$ cat src/rtl/complex_fir_filter_top_assert.svh
// Assertion macros for the complex FIR filter.
// Included by files that check their own control logic; no other dependencies.
`ifndef COMPLEX_FIR_FILTER_TOP_ASSERT_SVH
`define COMPLEX_FIR_FILTER_TOP_ASSERT_SVH

`ifndef ASSERT_OFF

// The condition c holds in the same cycle as a.
`define CFIR_ASSERT_IMPLY(label, clk, rst_n, a, c) \
    label: assert property (@(posedge clk) disable iff (!(rst_n)) (a) |-> (c)) \
        else $error("cfir: same-cycle check failed");

// The condition c holds in the cycle after a.
`define CFIR_ASSERT_NEXT(label, clk, rst_n, a, c) \
    label: assert property (@(posedge clk) disable iff (!(rst_n)) (a) |=> (c)) \
        else $error("cfir: next-cycle check failed");

`else

`define CFIR_ASSERT_IMPLY(label, clk, rst_n, a, c)
`define CFIR_ASSERT_NEXT(label, clk, rst_n, a, c)

`endif

`endif

$ cat src/rtl/cfir_pkg.sv
// Shared types and constants of the complex FIR filter.
// No dependencies; imported by every module of the block.
`timescale 1ns / 1ps

package cfir_pkg;

    localparam int SAMPLE_W      = 16;
    localparam int COEF_W        = 16;
    localparam int COEF_IDX_W    = 6;
    localparam int TAP_COUNT_W   = 7;
    localparam int PROD_W        = SAMPLE_W + COEF_W;

    localparam int MAX_TAPS_DEF       = 64;
    localparam int COEF_FRAC_BITS_DEF = 14;

    localparam logic [TAP_COUNT_W-1:0] TAP_COUNT_RESET = 7'd64;

    localparam logic REQ_SAMPLE = 1'b0;
    localparam logic REQ_COEF   = 1'b1;

    localparam logic signed [SAMPLE_W-1:0] SAT_MAX = 16'sh7FFF;
    localparam logic signed [SAMPLE_W-1:0] SAT_MIN = 16'sh8000;

    typedef struct packed {
        logic                       req_type;
        logic signed [SAMPLE_W-1:0] sample_real;
        logic signed [SAMPLE_W-1:0] sample_imag;
        logic                       block_last;
        logic [COEF_IDX_W-1:0]      coef_index;
        logic signed [COEF_W-1:0]   coef_value;
    } in_word_t;

    typedef struct packed {
        logic signed [SAMPLE_W-1:0] out_real;
        logic signed [SAMPLE_W-1:0] out_imag;
        logic                       clipped;
        logic                       out_last;
    } out_word_t;

    // One tap step handed from the sequencer to the multiply-accumulate unit.
    typedef struct packed {
        logic valid;
        logic first;
        logic last;
        logic zero;
    } mac_beat_t;

    typedef struct packed {
        logic signed [SAMPLE_W-1:0] val;
        logic                       clip;
    } sat_t;

endpackage

$ cat src/rtl/cfir_ram.sv
// Simple dual-port synchronous RAM with one write and one registered read port.
// Holds the delay line and the tap table; takes its default sizes from cfir_pkg.
`timescale 1ns / 1ps

module cfir_ram
    import cfir_pkg::*;
#(
    parameter int DEPTH = MAX_TAPS_DEF,
    parameter int WIDTH = PROD_W,
    parameter int AW    = (DEPTH > 1) ? $clog2(DEPTH) : 1
) (
    input  logic             aclk,
    input  logic             we,
    input  logic [AW-1:0]    waddr,
    input  logic [WIDTH-1:0] wdata,
    input  logic             re,
    input  logic [AW-1:0]    raddr,
    output logic [WIDTH-1:0] rdata
);

    logic [WIDTH-1:0] mem [DEPTH];
    logic [WIDTH-1:0] rdata_reg;

    always_ff @(posedge aclk) begin
        if (we) begin
            mem[waddr] <= wdata;
        end
    end

    always_ff @(posedge aclk) begin
        if (re) begin
            rdata_reg <= mem[raddr];
        end
    end

    assign rdata = rdata_reg;

endmodule

$ cat src/rtl/cfir_mac.sv
// Shared complex multiply-accumulate unit: product, accumulate and saturate stages.
// Depends on cfir_pkg; fed by the sequencer in the top level and the two RAMs.
`timescale 1ns / 1ps

module cfir_mac
    import cfir_pkg::*;
#(
    parameter int ACC_W          = PROD_W + 8,
    parameter int COEF_FRAC_BITS = COEF_FRAC_BITS_DEF
) (
    input  logic                       aclk,
    input  logic                       aresetn,
    input  mac_beat_t                  beat,
    input  logic signed [COEF_W-1:0]   coef,
    input  logic signed [SAMPLE_W-1:0] smp_re,
    input  logic signed [SAMPLE_W-1:0] smp_im,
    output logic                       done,
    output sat_t                       res_re,
    output sat_t                       res_im
);

    localparam logic [ACC_W-1:0] POS_LIM = ACC_W'(32767);
    localparam logic [ACC_W-1:0] NEG_LIM = ACC_W'(32768);

    mac_beat_t                 beat_d1_reg, beat_d2_reg;
    logic signed [PROD_W-1:0]  prod_re_reg, prod_im_reg;
    logic signed [ACC_W-1:0]   acc_re_reg, acc_im_reg;
    logic                      acc_done_reg;
    logic                      done_reg;
    sat_t                      res_re_reg, res_im_reg;
    logic signed [ACC_W-1:0]   ext_re, ext_im;
    logic signed [PROD_W-1:0]  mul_re, mul_im;

    // Divide by 2^COEF_FRAC_BITS toward zero, then clamp to the 16-bit range.
    function automatic sat_t sat_rail(input logic signed [ACC_W-1:0] sum);
        logic             neg;
        logic [ACC_W-1:0] mag;
        logic [ACC_W-1:0] q;
        sat_t             r;
        neg = sum[ACC_W-1];
        mag = neg ? (~sum + 1'b1) : sum;
        q   = mag >> COEF_FRAC_BITS;
        if (!neg && (q > POS_LIM)) begin
            r.val  = SAT_MAX;
            r.clip = 1'b1;
        end else if (neg && (q > NEG_LIM)) begin
            r.val  = SAT_MIN;
            r.clip = 1'b1;
        end else begin
            r.val  = neg ? (~q[SAMPLE_W-1:0] + 1'b1) : q[SAMPLE_W-1:0];
            r.clip = 1'b0;
        end
        return r;
    endfunction

    // Both operands are sign-extended to the full product width before they multiply.
    assign mul_re = PROD_W'(coef) * PROD_W'(smp_re);
    assign mul_im = PROD_W'(coef) * PROD_W'(smp_im);

    assign ext_re = {{(ACC_W-PROD_W){prod_re_reg[PROD_W-1]}}, prod_re_reg};
    assign ext_im = {{(ACC_W-PROD_W){prod_im_reg[PROD_W-1]}}, prod_im_reg};

    always_ff @(posedge aclk) begin
        if (!aresetn) begin
            beat_d1_reg  <= '0;
            beat_d2_reg  <= '0;
            acc_done_reg <= 1'b0;
            done_reg     <= 1'b0;
        end else begin
            // RAM data arrives in the cycle after the beat that addressed it.
            beat_d1_reg  <= beat;
            beat_d2_reg  <= beat_d1_reg;
            acc_done_reg <= beat_d2_reg.valid && beat_d2_reg.last;
            done_reg     <= acc_done_reg;
        end
    end

    always_ff @(posedge aclk) begin
        if (beat_d1_reg.valid) begin
            // A zero tap count still runs one beat so that the sum comes out as zero.
            prod_re_reg <= beat_d1_reg.zero ? '0 : mul_re;
            prod_im_reg <= beat_d1_reg.zero ? '0 : mul_im;
        end
        if (beat_d2_reg.valid) begin
            acc_re_reg <= beat_d2_reg.first ? ext_re : acc_re_reg + ext_re;
            acc_im_reg <= beat_d2_reg.first ? ext_im : acc_im_reg + ext_im;
        end
        if (acc_done_reg) begin
            res_re_reg <= sat_rail(acc_re_reg);
            res_im_reg <= sat_rail(acc_im_reg);
        end
    end

    assign done   = done_reg;
    assign res_re = res_re_reg;
    assign res_im = res_im_reg;

endmodule

$ cat src/rtl/complex_fir_filter_top.sv
// Top level of the complex FIR filter: sequencer, delay-line and tap RAMs, output register.
// Depends on cfir_pkg, cfir_ram, cfir_mac and complex_fir_filter_top_assert.svh.
//
//  channel  | ports                          | moves
//  ---------+--------------------------------+-------------------------------
//  input    | s_valid s_ready s_data         | sample or coefficient word
//  result   | m_valid m_ready m_data         | filtered complex word
//  config   | cfg_wr_en cfg_wr_data          | tap count, no read-back
//
// A coefficient word leaves the block in ST_IDLE, ready for the next word. A sample word
// passes through ST_RUN and ST_DRAIN before the next word is taken; the single read port
// of each RAM feeds one tap a cycle into the shared multiply-accumulate unit. After reset
// a clearing pass zeroes both RAMs while s_ready stays low. A result waiting in the output
// register does not block the next word; only a second finished result stalls there.
`timescale 1ns / 1ps

`include "complex_fir_filter_top_assert.svh"

module complex_fir_filter_top
    import cfir_pkg::*;
#(
    parameter int MAX_TAPS       = MAX_TAPS_DEF,
    parameter int COEF_FRAC_BITS = COEF_FRAC_BITS_DEF
) (
    input  logic                   aclk,
    input  logic                   aresetn,
    input  logic                   cfg_wr_en,
    input  logic [TAP_COUNT_W-1:0] cfg_wr_data,
    input  logic                   s_valid,
    output logic                   s_ready,
    input  in_word_t               s_data,
    output logic                   m_valid,
    input  logic                   m_ready,
    output out_word_t              m_data
);

    localparam int IDX_W = (MAX_TAPS > 1) ? $clog2(MAX_TAPS) : 1;
    localparam int CNT_W = $clog2(MAX_TAPS + 1);
    localparam int ACC_W = PROD_W + $clog2(MAX_TAPS) + 1;
    localparam logic [IDX_W-1:0] LAST_IDX = IDX_W'(MAX_TAPS - 1);

    typedef enum logic [2:0] {
        ST_CLEAR,
        ST_IDLE,
        ST_RUN,
        ST_DRAIN,
        ST_HOLD
    } state_t;

    state_t                 state_reg, state_next;
    logic [IDX_W-1:0]       clr_cnt_reg, clr_cnt_next;
    logic [IDX_W-1:0]       wp_reg, wp_next;
    logic [IDX_W-1:0]       rd_addr_reg, rd_addr_next;
    logic [IDX_W-1:0]       tap_idx_reg, tap_idx_next;
    logic [CNT_W-1:0]       rem_reg, rem_next;
    logic                   zero_reg, zero_next;
    logic                   first_reg, first_next;
    logic                   last_reg, last_next;
    logic [TAP_COUNT_W-1:0] tap_count_reg;
    logic                   m_valid_reg, m_valid_next;
    out_word_t              m_data_reg, m_data_next;

    logic                   line_we, coef_we, mem_re;
    logic [IDX_W-1:0]       line_waddr, coef_waddr;
    logic [PROD_W-1:0]      line_wdata, line_rdata;
    logic [COEF_W-1:0]      coef_wdata, coef_rdata;
    logic [CNT_W-1:0]       taps;
    logic                   in_acc, out_free, load_out;
    mac_beat_t              beat;
    logic                   mac_done;
    sat_t                   res_re, res_im;

    assign in_acc   = s_valid && s_ready;
    assign out_free = !m_valid_reg || m_ready;
    assign taps     = (int'(tap_count_reg) > MAX_TAPS) ? CNT_W'(MAX_TAPS)
                                                       : CNT_W'(tap_count_reg);

    always_comb begin
        state_next   = state_reg;
        clr_cnt_next = clr_cnt_reg;
        wp_next      = wp_reg;
        rd_addr_next = rd_addr_reg;
        tap_idx_next = tap_idx_reg;
        rem_next     = rem_reg;
        zero_next    = zero_reg;
        first_next   = first_reg;
        last_next    = last_reg;
        line_we      = 1'b0;
        coef_we      = 1'b0;
        line_waddr   = wp_reg;
        coef_waddr   = IDX_W'(s_data.coef_index);
        line_wdata   = {s_data.sample_real, s_data.sample_imag};
        coef_wdata   = s_data.coef_value;
        mem_re       = 1'b0;
        beat         = '0;
        load_out     = 1'b0;
        s_ready      = 1'b0;

        case (state_reg)
            ST_CLEAR: begin
                line_we      = 1'b1;
                coef_we      = 1'b1;
                line_waddr   = clr_cnt_reg;
                coef_waddr   = clr_cnt_reg;
                line_wdata   = '0;
                coef_wdata   = '0;
                clr_cnt_next = clr_cnt_reg + 1'b1;
                if (clr_cnt_reg == LAST_IDX) begin
                    state_next = ST_IDLE;
                end
            end
            ST_IDLE: begin
                s_ready = 1'b1;
                if (in_acc) begin
                    if (s_data.req_type == REQ_COEF) begin
                        coef_we = int'(s_data.coef_index) < MAX_TAPS;
                    end else begin
                        // The newest sample is read back first, in the cycle after it is written.
                        line_we      = 1'b1;
                        rd_addr_next = wp_reg;
                        wp_next      = (wp_reg == LAST_IDX) ? '0 : wp_reg + 1'b1;
                        tap_idx_next = '0;
                        zero_next    = (taps == '0);
                        rem_next     = (taps == '0) ? '0 : taps - 1'b1;
                        first_next   = 1'b1;
                        last_next    = s_data.block_last;
                        state_next   = ST_RUN;
                    end
                end
            end
            ST_RUN: begin
                mem_re       = 1'b1;
                beat.valid   = 1'b1;
                beat.first   = first_reg;
                beat.last    = (rem_reg == '0);
                beat.zero    = zero_reg;
                first_next   = 1'b0;
                rem_next     = rem_reg - 1'b1;
                tap_idx_next = tap_idx_reg + 1'b1;
                rd_addr_next = (rd_addr_reg == '0) ? LAST_IDX : rd_addr_reg - 1'b1;
                if (rem_reg == '0) begin
                    state_next = ST_DRAIN;
                end
            end
            ST_DRAIN: begin
                if (mac_done) begin
                    if (out_free) begin
                        load_out   = 1'b1;
                        state_next = ST_IDLE;
                    end else begin
                        state_next = ST_HOLD;
                    end
                end
            end
            ST_HOLD: begin
                // The unit keeps its result until the next sample starts.
                if (out_free) begin
                    load_out   = 1'b1;
                    state_next = ST_IDLE;
                end
            end
            default: begin
                state_next = ST_IDLE;
            end
        endcase
    end

    always_comb begin
        m_valid_next = m_valid_reg;
        m_data_next  = m_data_reg;
        if (load_out) begin
            m_valid_next         = 1'b1;
            m_data_next.out_real = res_re.val;
            m_data_next.out_imag = res_im.val;
            m_data_next.clipped  = res_re.clip || res_im.clip;
            m_data_next.out_last = last_reg;
        end else if (m_ready) begin
            m_valid_next = 1'b0;
        end
    end

    always_ff @(posedge aclk) begin
        if (!aresetn) begin
            state_reg     <= ST_CLEAR;
            clr_cnt_reg   <= '0;
            wp_reg        <= '0;
            rd_addr_reg   <= '0;
            tap_idx_reg   <= '0;
            rem_reg       <= '0;
            zero_reg      <= 1'b0;
            first_reg     <= 1'b0;
            last_reg      <= 1'b0;
            tap_count_reg <= TAP_COUNT_RESET;
            m_valid_reg   <= 1'b0;
        end else begin
            state_reg     <= state_next;
            clr_cnt_reg   <= clr_cnt_next;
            wp_reg        <= wp_next;
            rd_addr_reg   <= rd_addr_next;
            tap_idx_reg   <= tap_idx_next;
            rem_reg       <= rem_next;
            zero_reg      <= zero_next;
            first_reg     <= first_next;
            last_reg      <= last_next;
            m_valid_reg   <= m_valid_next;
            m_data_reg    <= m_data_next;
            if (cfg_wr_en) begin
                tap_count_reg <= cfg_wr_data;
            end
        end
    end

    assign m_valid = m_valid_reg;
    assign m_data  = m_data_reg;

    cfir_ram #(
        .DEPTH (MAX_TAPS),
        .WIDTH (PROD_W),
        .AW    (IDX_W)
    ) u_line_ram (
        .aclk  (aclk),
        .we    (line_we),
        .waddr (line_waddr),
        .wdata (line_wdata),
        .re    (mem_re),
        .raddr (rd_addr_reg),
        .rdata (line_rdata)
    );

    cfir_ram #(
        .DEPTH (MAX_TAPS),
        .WIDTH (COEF_W),
        .AW    (IDX_W)
    ) u_coef_ram (
        .aclk  (aclk),
        .we    (coef_we),
        .waddr (coef_waddr),
        .wdata (coef_wdata),
        .re    (mem_re),
        .raddr (tap_idx_reg),
        .rdata (coef_rdata)
    );

    cfir_mac #(
        .ACC_W          (ACC_W),
        .COEF_FRAC_BITS (COEF_FRAC_BITS)
    ) u_mac (
        .aclk    (aclk),
        .aresetn (aresetn),
        .beat    (beat),
        .coef    (coef_rdata),
        .smp_re  (line_rdata[PROD_W-1:SAMPLE_W]),
        .smp_im  (line_rdata[SAMPLE_W-1:0]),
        .done    (mac_done),
        .res_re  (res_re),
        .res_im  (res_im)
    );

    // No word is taken while a tap step is being issued to the RAMs.
    `CFIR_ASSERT_IMPLY(a_ready_not_running, aclk, aresetn, s_ready, !beat.valid)
    // A finished sum appears only while the sequencer waits for it.
    `CFIR_ASSERT_IMPLY(a_done_in_drain, aclk, aresetn, mac_done, state_reg == ST_DRAIN)
    // A coefficient word leaves the delay-line write position alone.
    `CFIR_ASSERT_NEXT(a_coef_keeps_wp, aclk, aresetn,
        in_acc && (s_data.req_type == REQ_COEF), $stable(wp_reg))

endmodule
$ cat config.mk
export PLATFORM = sky130hd
export DESIGN_NAME = complex_fir_filter_top
export DESIGN_NICKNAME = d
export VERILOG_FILES = /design/src/rtl/cfir_pkg.sv /design/src/rtl/cfir_ram.sv /design/src/rtl/cfir_mac.sv /design/src/rtl/complex_fir_filter_top.sv
export VERILOG_INCLUDE_DIRS = /design/src /design/src/rtl
export SDC_FILE = /design/constraint.sdc
export NUM_CORES = 2
export LEC_CHECK = 0
export BUFFER_PORTS_ARGS = -buffer_cell sky130_fd_sc_hd__buf_2
export CORE_MARGIN = 5
export CORE_UTILIZATION = 29
export DETAILED_ROUTE_END_ITERATION = 10
export HOLD_SLACK_MARGIN = 0.15
export PLACE_DENSITY = 0.44
export SETUP_SLACK_MARGIN = 0.05
export SLEW_MARGIN = 20
export SYNTH_ARGS = -nofsm -noshare
export SYNTH_HDL_FRONTEND = slang
export SYNTH_SLANG_ARGS = --single-unit
$ cat constraint.sdc
create_clock -name aclk -period 11.2 [get_ports aclk]
set_input_delay 2.8 -clock aclk [delete_from_list [all_inputs] [get_ports aclk]]
set_output_delay 2.8 -clock aclk [all_outputs]
set_load 0.01 [all_outputs]
# After elaboration in Yosys (flattened, before gate mapping)
# Memory sizes are Yosys's and may differ from the RTL's. A register that Yosys moved wholly into a read port is not among the register bits.
# Index checks and enable logic that the tools add are counted.
dict set report classes {
  n_addsub 12
  mul 2
  order_cmp 5
  eq_ne 12
  n_mux 54
  bitwise_logic 5
  reduce_logical 22
}
# operator count
set ops {}
lappend ops {{2-to-1 mux 39 bit} 4}
lappend ops {{adder 39 x 1 -> 39 bit (second input constant)} 2}
lappend ops {{adder 39 x 32 -> 39 bit} 2}
lappend ops {{NOT 39 bit} 2}
lappend ops {{multiplier 16 x 16 -> 32 bit} 2}
lappend ops {{> comparator 25 x 15 -> 1 bit (second input constant)} 2}
lappend ops {{> comparator 25 x 16 -> 1 bit (second input constant)} 2}
lappend ops {{2-to-1 mux 16 bit} 3}
lappend ops {{2-to-1 mux 6 bit} 8}
lappend ops {{2-to-1 mux 17 bit} 2}
lappend ops {{adder 16 x 1 -> 16 bit (second input constant)} 2}
lappend ops {{2-to-1 mux 32 bit} 1}
lappend ops {{NOT 16 bit} 2}
lappend ops {{2-to-1 mux 7 bit} 4}
lappend ops {{one-hot mux 6 bit (2 select lines)} 2}
lappend ops {{2-to-1 mux 3 bit} 7}
lappend ops {{adder 6 x 1 -> 6 bit (second input constant)} 3}
lappend ops {{2-to-1 mux 1 bit} 16}
lappend ops {{one-hot mux 3 bit (5 select lines)} 1}
lappend ops {{zero test 7 bit} 2}
lappend ops {{one-hot mux 7 bit (2 select lines)} 1}
lappend ops {{subtractor 7 x 1 -> 7 bit (second input constant)} 2}
lappend ops {{== test 6 bit (second input constant)} 2}
lappend ops {{inequality test 2 bit (second input constant)} 5}
lappend ops {{other kinds (18)} 33}
dict set report totals {
  ff_bits 264
  ramBits 3072
  in_bits 68
  out_inout_bits 36
  wordCells 146
  memories 2
}
# name words width rd rd_clocked_by_memory_dff wr line_no
set memory_table {}
lappend memory_table {u_line_ram.mem 64 32 1 1 1 cfir_ram.sv:21} ;# logic [WIDTH-1:0] mem [DEPTH];
lappend memory_table {u_coef_ram.mem 64 16 1 1 1 cfir_ram.sv:21}

# Logic depth before layout (Yosys ltp)
dict set report depth {
  ltp_word 7
  depth_mapped 24
  depth_no_buf 23
}

# Hierarchy
# A second synthesis with hierarchy kept.
dict set report hier_totals {
  cells_unflattened 9061
  area_unflattened_um2 155117.5
}
# module n_inst cells_each area_per_inst_um2 seq_area_each_um2
set by_module_without_submodules {}
lappend by_module_without_submodules {{cfir_ram at u_line_ram} 1 3324 78835.6 62459.9}
lappend by_module_without_submodules {{cfir_ram at u_coef_ram} 1 1829 40202.3 31230.0}
lappend by_module_without_submodules {cfir_mac 1 3504 32269.7 5465.2}
lappend by_module_without_submodules {complex_fir_filter_top 1 404 3809.9 1921.8}

# Worst setup path before layout
# Ideal clock, no wire load.
dict set report synth_timing {
  path_kind {register to register}
  start {register u_line_ram.rdata_reg[17], in the netlist u_line_ram.rdata[17] (read register of u_line_ram.mem)}
  end {register u_mac.prod_re_reg[30] (data pin)}
  setup_ns 0.266
  arrival_ns 6.242
  required_time_ns 10.934
  setup_slack_ns 4.692
  stages_incl_launch_ff 24
  n_path_buf 1
  path_cell_list {edfxtp_1 -> clkbuf_1 -> nand2_1 -> inv_1 -> fa_1 -> fa_1 -> inv_1 -> fa_1 -> inv_1 -> fa_1 -> fa_1 -> inv_1 -> fa_1 -> inv_1 -> ha_1 -> and3_1 -> a221oi_1 -> nor2b_1 -> or2_2 -> o31ai_1 -> a31oi_1 -> a311oi_1 -> xor2_1 -> nor2_1}
}
dict set report synth_via {
  elab_chain_cells 1
}
# element line_no
set synth_rtl {}
lappend synth_rtl {{start: declaration} cfir_ram.sv:22} ;# logic [WIDTH-1:0] rdata_reg;
lappend synth_rtl {{multiplier 16 x 16 -> 32 bit} cfir_mac.sv:57} ;# assign mul_re = PROD_W'(coef) * PROD_W'(smp_re);
lappend synth_rtl {{end signal: assignment} cfir_mac.sv:81} ;# prod_re_reg <= beat_d1_reg.zero ? '0 : mul_re;
lappend synth_rtl {{end: declaration} cfir_mac.sv:26} ;# logic signed [PROD_W-1:0] prod_re_reg, prod_im_reg;
# No other way between the ends.
# A chain may end at the register's enable or synchronous reset.

# Final worst setup path
# Same ends and word-level chain as after synthesis.

==> impl_metrics.json <==
{
  "n_fill_cell": 50622,
  "synthDistinctLibCells": 86,
  "placed_area_sq_um": 165500,
  "synth_top_area_share_pct": 64.45,
  "final_cell_area_sq_um": 177400,
  "top_level_ports": 104,
  "met3_usage_pct": 1.841,
  "cp_num_buf_inv": 5,
  "cts_hold_buf": 0,
  "clkTransAtPathRegs_ns": 0.06,
  "largest_register_ffs": 2048,
  "async_reset_ff_share_pct": 0,
  "synth_top_flop_cell": "edfxtp_1",
  "dr.pass1.iters": 5,
  "post_cts_buffers": 0,
  "row_count": 268,
  "cts_tree": "yes",
  "multiInputGateArea_sq_um": 50570,
  "required_ns": 11.83,
  "ir_worst_vdd_v": 0.0001398,
  "seq_area_frac_synth_pct": 65.15,
  "drc": 0,
  "final_util_pct": 33.29,
  "syn_inst": 8736,
  "hold_violations": 0,
  "grt-busiest-layer": "met2",
  "tns_ns": 0,
  "antenna_found_initial": 28,
  "finalSetupViolations": 0,
  "cp_max_fo": 16,
  "skew_ns": 0.1154,
  "port_buffers": 103,
  "die_h_um": 741.4,
  "setup_ws_ns": 3.876,
  "layout_common_cells": "edfxtp_1, mux4_2, inv_1",
  "wirelength_um": 451000,
  "grt_max_degree": 143,
  "clock_path_buffers": 4,
  "fp.dieW_um": 741.4,
  "cp-start-kind": "flip-flop",
  "use_met1_pct": 22.18,
  "crit_path_cell_trace": "nand2_1, inv_1, fa_1, fa_1, inv_1, fa_1, inv_1, fa_1, fa_1, inv_1, fa_1, inv_1, ha_1, and3_1, a221oi_1, nor2b_1, or2_2, o31ai_1, a31oi_1, a311oi_1, xor2_1, nor2_1",
  "hold_ws_ns": 0.4124,
  "via_count": 81628,
  "ys_warn_count": 0,
  "synth_edf_count": 3330,
  "power_density_nw_per_um2": 146.8,
  "seq_area_sq_um": 101100,
  "area_delta_synth_final_pct": 14.32,
  "dieArea_sq_um": 549700,
  "cts_max_level": 5,
  "fmax_mhz": 136.5,
  "cp.arrival_ns": 7.96,
  "initial_utilization_pct": 29.12,
  "clk_latency_ns": 1.00,
  "use_met2_pct": 27.22,
  "power.leakage_nw": 59.68,
  "top_register": "u_line_ram.mem",
  "routedWlPerCell_um": 27.50,
  "gp_congestion": 0.8057,
  "slew_viol_final": 0,
  "grt_pass1_wl_um": 643900,
  "dp_hpwl_um": 270700,
  "worstHoldPathType": "flip-flop to flip-flop",
  "numCtsBuffers": 367,
  "reg_top3": "u_line_ram.mem (2048), u_coef_ram.mem (1024)",
  "ys_ff_latch": 3384,
  "post-route-period-util_pct": 65.39,
  "crit_top_cell": "fa_1",
  "crit_type": "flip-flop to flip-flop",
  "grt_pass1_vias": 86211,
  "final_nets": 9902,
  "worst_path_max_delay_cell": "edfxtp_1",
  "critPathMaxStageDelay_ns": 0.76,
  "layout_commonest_cell": "edfxtp_1",
  "cts_resized": 0,
  "yosys-top-cells-area": "edfxtp_1, mux4_2, fa_1",
  "slew_headroom_pct": 22.18,
  "clkSinkCount": 3384,
  "root_buffer": "clkbuf_16",
  "vias_per_cell": 4.978,
  "final.min_clock_period_ns": 7.324,
  "status": "completed",
  "synth_top_area_cell": "edfxtp_1",
  "grt-ovfl-total": 0,
  "endpoint_kind": "flip-flop",
  "detail-route-antenna-nets": 0,
  "synthesis.nets": 9582,
  "synthesis.area_sq_um": 155100,
  "critPathTopFamily": "adder cells",
  "dp_slack_ns": 3.842,
  "grt_use_total_pct": 16.13,
  "maxCapViolations": 0,
  "drt_iter0_drc": 7128,
  "rsz0062_at_grt": "no",
  "worst_pin_slew_ns": 1.167,
  "design.core.area_sq_um": 532800,
  "avgSynthCellArea_sq_um": 17.76,
  "drive_gt1_share_pct": 21.64
}
synth_stat cells (54+ instances only):
cell      instances
edfxtp_1       3330
mux4_2          953
inv_1           667
fa_1            526
nand2_1         461
nor2_1          348
and2_1          310
clkbuf_1        289
ha_1            252
a21oi_1         192
o21ai_0         169
buf_1           108
xnor2_1          81
mux2i_1          79
nand3_1          76
nor3_1           69
a21o_1           63
xor2_1           56
dfxtp_1          54
path summary, 6_finish.rpt:
kind	startpoint	endpoint	slack (ns)	depth (start not counted)
max	u_line_ram.rdata[17]$_DFFE_PP_	u_mac.prod_re_reg[30]$_SDFFCE_PP0P_	3.88	22
min	u_mac.res_re[13]$_SDFFCE_PP1P_	m_data[30]$_DFFE_PP_	0.41	0
max reg2reg	u_line_ram.rdata[17]$_DFFE_PP_	u_mac.prod_re_reg[30]$_SDFFCE_PP0P_	3.88	22
min reg2reg	u_mac.res_re[13]$_SDFFCE_PP1P_	m_data[30]$_DFFE_PP_	0.41	0
layout make-up:
class | instances | share of cell area [%]
multi-input cells | 4271 | 28.51
inverters | 670 | 1.419
clock inverters | 230 | 1.196
well taps | 7020 | 4.952
repair buffers | 362 | 1.448
flip-flops and latches | 3384 | 57.02
diodes | 19 | 0.02681
clock buffers | 442 | 5.421
report_power, final:
group          internal [mW]  switching [mW]
clock network           6.82            5.12
registers               13.8          0.0181
logic                 0.0926           0.200
routing by layer:
metal,routed length (um),share of wire (%)
met1,198400,44
met2,220900,49
met3,20030,4.4
met4,11620,2.6
met5,27,0.0060
metrics by stage:
stage	std cells	power (mW)
global placement	15706	14.36
detailed placement	15706	14.36
finish	16398	26.03
floorplan	8736	14.19
CTS	16378	26.38
global route	16385	26.90
kinds of logic after synthesis:
| family | share of synthesized area, % |
|---|---|
| compound gates | 3.141 |
| xor+xnor | 0.7734 |
| fa+ha+maj | 8.820 |
| buf+inv | 2.631 |
| flops | 65.15 |
| mux | 14.47 |
| simple gates | 5.011 |
(Power assumes the default switching activity.)
